`config.mk`:
```
export PLATFORM = sky130hd
export DESIGN_NAME = trial_division_prime_test_unit
export DESIGN_NICKNAME = d
export VERILOG_FILES = /design/src/tdp_pkg.sv /design/src/trial_division_prime_test_unit.sv
export SDC_FILE = /design/constraint.sdc
export NUM_CORES = 1
export LEC_CHECK = 0
export ABC_AREA = 1
export BUFFER_PORTS_ARGS = -buffer_cell sky130_fd_sc_hd__buf_2
export CORE_UTILIZATION = 62
export DETAILED_ROUTE_END_ITERATION = 8
export GPL_TIMING_DRIVEN = 1
export PLACE_DENSITY = 0.8
export SETUP_SLACK_MARGIN = 0.3
export SYNTH_ARGS = -nofsm -noshare
export SYNTH_HDL_FRONTEND = slang
export SYNTH_SLANG_ARGS = --single-unit
export TNS_END_PERCENT = 1
```
`constraint.sdc`:
```
create_clock -name clk -period 5.8 [get_ports clk]
set_clock_uncertainty 0.05 [all_clocks]
set_input_delay 1.45 -clock clk [delete_from_list [all_inputs] [get_ports clk]]
set_output_delay 1.45 -clock clk [all_outputs]
set_load 0.02 [all_outputs]
```
`src/tdp_pkg.sv`:
```
`timescale 1ns / 1ps
// ----------------------------------------------------------------------------
// Trial-division prime test package
// Widths and constants shared by the prime test unit.
// ----------------------------------------------------------------------------
package tdp_pkg;

  // Width of the input field on the port
  localparam int IN_W         = 16;
  // Bits of the input that take part in the test
  localparam int NUMBER_WIDTH = 16;
  localparam int NUM_W        = (NUMBER_WIDTH < IN_W) ? NUMBER_WIDTH : IN_W;

  // Trial divisor: never above sqrt(2^NUM_W) + 1
  localparam int DIV_W = (NUM_W + 1) / 2 + 1;
  // Running square of the divisor
  localparam int SQ_W  = NUM_W + 2;
  // Partial remainder; one bit above the divisor for the shifted value
  localparam int REM_W = DIV_W + 1;
  // Bit counter over the dividend
  localparam int CNT_W = $clog2(NUM_W);

  localparam int FIRST_DIVISOR = 2;

  typedef logic [NUM_W-1:0] number_t;
  typedef logic [DIV_W-1:0] divisor_t;
  typedef logic [SQ_W-1:0]  square_t;
  typedef logic [REM_W-1:0] rem_t;
  typedef logic [CNT_W-1:0] bitcnt_t;

endpackage

```
`src/trial_division_prime_test_unit.sv`:
```
`timescale 1ns / 1ps
// ----------------------------------------------------------------------------
// Trial-division prime test unit
// Tests an unsigned number for primality by trying divisors 2, 3, 4, ...
// while d*d <= number, one remainder bit per cycle while dividing.
//
//   channel  ports                     handshake
//   input    in_number[15:0]           taken when start && !busy
//   result   out_is_prime              one-cycle strobe on out_valid
//
// Each trial divisor takes one bound check against the running square, then
// 16 remainder bits through a single compare-subtract stage; the search
// stops early when a divisor is found. busy is high from acceptance until
// the result strobe; a new item may be taken in the strobe cycle.
// Reset is synchronous and clears the control state only. The receiver
// cannot stall: each result is shown for exactly one cycle.
// ----------------------------------------------------------------------------
module trial_division_prime_test_unit (
  input  logic                   clk,
  input  logic                   rst_n,
  input  logic                   start,
  output logic                   busy,
  input  logic [tdp_pkg::IN_W-1:0] in_number,
  output logic                   out_valid,
  output logic                   out_is_prime
);
  import tdp_pkg::*;

  localparam logic [1:0] ST_IDLE  = 2'd0;
  localparam logic [1:0] ST_CHECK = 2'd1;
  localparam logic [1:0] ST_DIV   = 2'd2;

  logic [1:0] state_r, state_nxt;
  number_t    num_r, num_nxt;
  number_t    shreg_r, shreg_nxt;
  divisor_t   d_r, d_nxt;
  square_t    sq_r, sq_nxt;
  rem_t       rem_r, rem_nxt;
  bitcnt_t    cnt_r, cnt_nxt;
  logic       out_valid_r, out_valid_nxt;
  logic       out_is_prime_r, out_is_prime_nxt;

  rem_t rem_sh;
  rem_t rem_sub;

  // One restoring-division step: bring in the next dividend bit
  always_comb begin
    rem_sh  = {rem_r[REM_W-2:0], shreg_r[NUM_W-1]};
    rem_sub = (rem_sh >= REM_W'(d_r)) ? rem_sh - REM_W'(d_r) : rem_sh;
  end

  always_comb begin
    state_nxt        = state_r;
    num_nxt          = num_r;
    shreg_nxt        = shreg_r;
    d_nxt            = d_r;
    sq_nxt           = sq_r;
    rem_nxt          = rem_r;
    cnt_nxt          = cnt_r;
    out_valid_nxt    = 1'b0;
    out_is_prime_nxt = out_is_prime_r;
    unique case (state_r)
      ST_IDLE: begin
        if (start) begin
          num_nxt   = in_number[NUM_W-1:0];
          d_nxt     = DIV_W'(FIRST_DIVISOR);
          sq_nxt    = SQ_W'(FIRST_DIVISOR * FIRST_DIVISOR);
          state_nxt = ST_CHECK;
        end
      end
      ST_CHECK: begin
        if (num_r < NUM_W'(FIRST_DIVISOR)) begin
          out_valid_nxt    = 1'b1;
          out_is_prime_nxt = 1'b0;
          state_nxt        = ST_IDLE;
        end else if (sq_r > SQ_W'(num_r)) begin
          // no divisor left below the root
          out_valid_nxt    = 1'b1;
          out_is_prime_nxt = 1'b1;
          state_nxt        = ST_IDLE;
        end else begin
          shreg_nxt = num_r;
          rem_nxt   = '0;
          cnt_nxt   = CNT_W'(NUM_W - 1);
          state_nxt = ST_DIV;
        end
      end
      ST_DIV: begin
        rem_nxt   = rem_sub;
        shreg_nxt = shreg_r << 1;
        cnt_nxt   = cnt_r - 1'b1;
        if (cnt_r == '0) begin
          if (rem_sub == '0) begin
            out_valid_nxt    = 1'b1;
            out_is_prime_nxt = 1'b0;
            state_nxt        = ST_IDLE;
          end else begin
            // advance: (d+1)^2 = d^2 + 2d + 1
            d_nxt     = d_r + 1'b1;
            sq_nxt    = sq_r + SQ_W'({d_r, 1'b1});
            state_nxt = ST_CHECK;
          end
        end
      end
      default: begin
        state_nxt = ST_IDLE;
      end
    endcase
  end

  always_ff @(posedge clk) begin
    if (!rst_n) begin
      state_r     <= ST_IDLE;
      out_valid_r <= 1'b0;
    end else begin
      state_r     <= state_nxt;
      out_valid_r <= out_valid_nxt;
    end
  end

  always_ff @(posedge clk) begin
    num_r          <= num_nxt;
    shreg_r        <= shreg_nxt;
    d_r            <= d_nxt;
    sq_r           <= sq_nxt;
    rem_r          <= rem_nxt;
    cnt_r          <= cnt_nxt;
    out_is_prime_r <= out_is_prime_nxt;
  end

  assign busy         = (state_r != ST_IDLE);
  assign out_valid    = out_valid_r;
  assign out_is_prime = out_is_prime_r;

  // A result is only ever posted on the way back to idle
  a_strobe_idle: assert property (@(posedge clk) disable iff (!rst_n)
    out_valid_r |-> !busy)
    else $error("result strobe while busy");

  // An accepted item passes through a bound check before its result
  a_accept_busy: assert property (@(posedge clk) disable iff (!rst_n)
    (start && !busy) |=> (busy && !out_valid_r))
    else $error("accepted item did not hold the unit busy");

  // The partial remainder stays below the divisor during a division
  a_rem_bound: assert property (@(posedge clk) disable iff (!rst_n)
    (state_r == ST_DIV) |-> (rem_r < REM_W'(d_r)))
    else $error("partial remainder out of range");

  // The running square tracks the divisor when a bound check starts
  a_square: assert property (@(posedge clk) disable iff (!rst_n)
    (state_r == ST_CHECK) |-> (sq_r == SQ_W'(d_r) * SQ_W'(d_r)))
    else $error("divisor square out of step");

endmodule

```
After elaboration in Yosys (flattened, before gate mapping) --
Cells that the tools add are included.
Operators by class: $add $sub $neg 4, $mul 0, divide/modulo/power cells 0, order comparisons 3, equality and inequality tests 9, shift-type cells 0, mux-type cells 34, bitwise operators 0, reductions and logical operators 11
Operator list (count):
- $mux 18 | 3
- $mux 9 | 5
- $pmux 18 s2 | 1
- $pmux 9 s2 | 2
- $mux 16 | 2
- $pmux 16 s2 | 1
- $add 18x10->18 | 1
- $gt 18x16->1 | 1
- $lt 16x2->1 const B | 1
- $ne 2x2->1 const B | 6
- $ge 10x9->1 | 1
- $logic_not 10->1 | 1
- $mux 10 | 1
- $sub 10x9->10 | 1
- $add 9x1->9 const B | 1
- $mux 1 | 9
- $mux 2 | 4
- $mux 4 | 2
- $pmux 4 s2 | 1
- $reduce_and 4->1 | 2
- $pmux 2 s3 | 1
- $reduce_bool 2->1 | 3
- $logic_not 4->1 | 1
- $pmux 1 s2 | 2
- 7 further kinds | 8
Storage, ports and cells: register bits 76, bits in latches 0, RAM bits 0, memory bits (read-only) 0, input bits 19, output and inout bits 3, word-level logic and storage cells 70, memories 0

Logic depth before layout (Yosys ltp) --
depth in word-level cells 6, gate-level depth with buffers 19, depth with buffers taken out 19

Least setup slack after synthesis --
OpenSTA, ideal clock, no wires.
kind reg2reg, from register d_r[0], to register d_r[0], enable pin, setup time 0.452 ns, arrival time 3.884 ns, required time 5.298 ns, slack 1.414 ns, cell stages (with the launch flop) 17, buffers on the path 0, clock period less this slack 4.386 ns, cell sequence edfxtp_1 ha_1 inv_1 fa_1 inv_1 nor2_1 nand2_1 nand3_2 nand2_4 nand2_8 nand2_1 nand2_1 nand2_1 nor2_2 nand3_2 nor2_2 a211oi_1
On the way: cells in the longest elaborated chain, start to end 5, elaborated cells on any way between the ends 6, those cells by class add/sub (1); order compare (1); eq/ne (1); mux (1); reduce/logical (2)
Ends and longest elaborated chain:
- from (decl) | RTL line trial_division_prime_test_unit.sv:36 | divisor_t d_r, d_nxt;
- from (signal assigned) | RTL line trial_division_prime_test_unit.sv:124 | d_r <= d_nxt;
- $sub 10x9->10 / $ge 10x9->1 (equally long branches) | RTL line trial_division_prime_test_unit.sv:49 | rem_sub = (rem_sh >= REM_W'(d_r)) ? rem_sh - REM_W'(d_r) : rem_sh;
- $mux 10 * | RTL line trial_division_prime_test_unit.sv:49
- $logic_not 10->1 * | RTL line trial_division_prime_test_unit.sv:93 | if (rem_sub == '0) begin
- $ne 2x2->1 (no source line) *
- $reduce_and 4->1 (no source line) *
Mark *: on every way between the ends. The rest lies on a longest branch, timed or not. A chain may end at the register's enable or synchronous reset.

Worst setup path in the final report --
from register sq_r[7], to register shreg_r[6], enable pin
On the way: cells in the longest elaborated chain, start to end 3
Ends and longest elaborated chain:
- from (decl) | RTL line trial_division_prime_test_unit.sv:37 | square_t sq_r, sq_nxt;
- from (signal assigned) | RTL line trial_division_prime_test_unit.sv:125 | sq_r <= sq_nxt;
- $gt 18x16->1 | RTL line trial_division_prime_test_unit.sv:76 | end else if (sq_r > SQ_W'(num_r)) begin
- $ne 2x2->1 (no source line)
- $reduce_and 3->1 (no source line)
- to (signal assigned) | RTL line trial_division_prime_test_unit.sv:123 | shreg_r <= shreg_nxt;
- to (decl) | RTL line trial_division_prime_test_unit.sv:35 | number_t shreg_r, shreg_nxt;
Every way passes these cells.

==> results.txt <==
* Status: finished, final reports clean
* Final critical delay including setup and external delays: 3.118 ns
* Post-synthesis async set-or-reset flop share: 0
- Leading cell types by total area after synthesis: edfxtp_1 46%, ha_1 11%, nand2_1 10%, inv_1 6.2%, nor2_1 4.2%
- Die Y: 89.60 µm
- Vias in the first global route: 3543
- Once the clock tree was built, the setup fixing pass inserted 0 buffers.
* Maximum capacitance violations: 0
- Adding up every negative setup slack in the final design gives 0 ns.
* Detailed router's first-iteration violation count: 227
- The worst setup path is captured at a register.
* Pwr dens: 347.1 nW/µm²
- Data required time of the worst path: 5.80 ns
- Number of distinct library cells after synthesis: 38
* Maximum level of the CTS H-tree: 3
* Type of the worst setup path: register to register
* Synthesized net count: 606
* Area enclosed by the die boundary: 8027 µm²
* Mapped cell area: 4757 µm²
- Maximum number of pins on one net before global-route repair: 50
- Cell accounting for the most synthesized area: edfxtp_1
- At the pin with the least slew margin, the transition time is 0.9701 ns.
- The final hold violation count came to 0.
- The initial utilization of the core area, before any placement, comes to 0.6489.
- Summed over all layers, the global routing overflow is 0.
- Hold Path Stages: 2
- Overall track demand over capacity in global routing: 0.2710
* Most frequent cell after synthesis: nand2_1
- Headroom to the max-slew limit came out at 0.3525.
- Hold worst-path end: state_r[1]
* Count of pins over their slew limit: 0
- Final-report setup violation count: 0
* Setup repair after global routing missed its margin: no
- FP Rows: 31
* Yosys warns: 0
- The first global-routing pass estimated 16.13 mm of wire.
- Of the cells placed in the final design, the portion with a size suffix greater than 1 is 0.1007.
- Worst setup slack for register-to-register paths: 2.68 ns
- Initial antenna violation count: 0
* Maximum fanout along the worst path: 15
- Post-synth top flop: edfxtp_1
- Counting the buffers created by CTS gives 9.
- First drt pass iteration count: 5
- The cell sitting at the root of the clock tree is a clkbuf_8.
- Yosys reg bits: 76
- Counting cells, the worst reg-to-reg path comes to 14.
- Port Buffers: 21
* Total via count in the routed design: 3720
* Smallest hold slack: 0.4642 ns
- Most numerous cell types in the synthesized netlist: 131 x nand2_1, 79 x inv_1, 73 x edfxtp_1
- Clock tree from TritonCTS: done
- After detailed routing, the number of remaining DRC violations is 0.
* Synth Instances: 544
- Post-layout net count: 633
- Buffers inserted to repair hold after CTS numbered 0.
- Placed wire-length estimate after detailed placement: 7.259 mm
- F_max: 320.7 MHz
* Worst reg2reg endpoint: shreg_r[6]
* Static leakage power: 2.319 nW
- The number of antenna diodes in the final layout is 0.
* Proportion of netlist area held by the largest area contributor: 0.4608
- Final weighted congestion in routability-driven placement: 0.8710
- From synthesis to final layout, the design area changed by 9.127%.
- The floorplan step defined a core boundary enclosing 7331 µm².
- The die is 89.60 µm wide.
* Crit share post-route: 0.5377
* Maximum number of buffers from clock root to sink: 2
- Post-synthesis sequential area ratio: 0.4734
- After layout, the design draws a total of 0.001802 W.
* Arrival time of the worst setup path: 3.12 ns
- Post-route antenna net violation count: 0
- Across the VDD grid, the largest voltage drop is 0.2665 mV.
- The worst hold path belongs to the class register to register.
- In this run the critical register-to-register path is launched from sq_r[7].
- Clock transition at the registers of the reported paths: 0.08 ns
- # clock sinks: 76
- Once the clock tree was built, the resizer swapped 0 gates to a different size.
- The later pin in the worst-skew pair is clocked with a latency of 0.35 ns.
- Top-level port count: 22
- In this run the mean area of a mapped cell was 8.745 µm².
- Drt via density: 5.511
- The worst setup path is launched from a register.
- Counting flops with a built-in enable in the synthesized netlist gives 73.
- After detailed routing, the average wire length per cell comes to 14.40 µm.
- For this block, the routed nets add up to 9.721 mm of wire.
- Worst Hold Launch: state_r[1]
[cells in the final DEF (no fill, tap or decap), types with 9 or more instances in the layout]
cell      instances
nand2_1         131
inv_1            79
edfxtp_1         73
nor2_1           53
ha_1             41
a21oi_1          37
o21ai_0          33
buf_2            21
nand3_1          20
clkbuf_8          9
[layer usage]
metal,vias to the layer above,routed length [µm],GRT usage,share of wire
met5,-,0,0,0
met4,0,254,0.1068,0.026
met2,96,4437,0.4249,0.46
li1,1880,-,-,-
met1,1717,4609,0.3728,0.47
met3,27,420,0.05576,0.043
[critical path, cell delays in order (launching register included)]
cell      delay [ns]
edfxtp_1        0.42
ha_1            0.31
a21oi_1         0.15
nor2_1          0.05
a211oi_1        0.29
nand2_1         0.12
nand2_1         0.07
nand2_1         0.05
nand2_1         0.06
nand2_1         0.04
nand2_1         0.10
nand2_1         0.08
nand2_1         0.10
o21a_1          0.56
buf_4           0.36
[area by class of cell]
cell class,instances,area [µm²]
multi-input combinational,379,2183
inverter,81,304.0
clock inverter,6,72.57
fill,541,2140
tap,99,123.9
sequential,76,2252
clock buffer,10,127.6
timing repair buffer,24,127.6
[worst max path at each step]
stage | slack [ns] | from | end
2_1_floorplan | 1.41 | d_r[0] | d_r[0]
3_3_place_gp | 2.82 | d_r[0] | d_r[8]
5_1_grt | 2.49 | num_r[7] | shreg_r[6]
6_report | 2.68 | sq_r[7] | shreg_r[6]
3_5_place_dp | 2.72 | d_r[0] | d_r[6]
4_1_cts | 2.72 | d_r[0] | d_r[3]
[cells by family after synthesis]
family | share of synthesized area
and+or+nand+nor | 0.2244
buffers and inverters | 0.07023
AOI/OAI and AO/OA | 0.1028
DFF | 0.4734
adders and majority gates | 0.1163
xor gates and xnor gates | 0.01289
[sequential cells by signal (all words and copies together), names as in the netlist]
name	flops
out_valid	1
d_r	9
shreg_r	16
state_r	2
rem_r	9
out_is_prime	1
num_r	16
sq_r	18
cnt_r	4
[through the flow]
| stage | util | instance area [µm²] | cells | setup slack (ns) |
|---|---|---|---|---|
| final | 0.7081 | 5191 | 675 | 2.682 |
| after global routing | 0.7081 | 5191 | 675 | 2.494 |
| after CTS | 0.7081 | 5191 | 675 | 2.719 |
| after detailed placement | 0.6808 | 4991 | 659 | 2.724 |
| after global placement | 0.6808 | 4991 | 659 | 2.824 |
| after floorplan | - | 4757 | 544 | 1.414 |
[power breakdown]
part           internal, W  leakage [nW]  switching [W]
Sequential        0.000712         0.714      0.0000572
Clock             0.000204         0.103       0.000208
Combinational     0.000210          1.50       0.000411
Power figures use the tool's default switching activity.
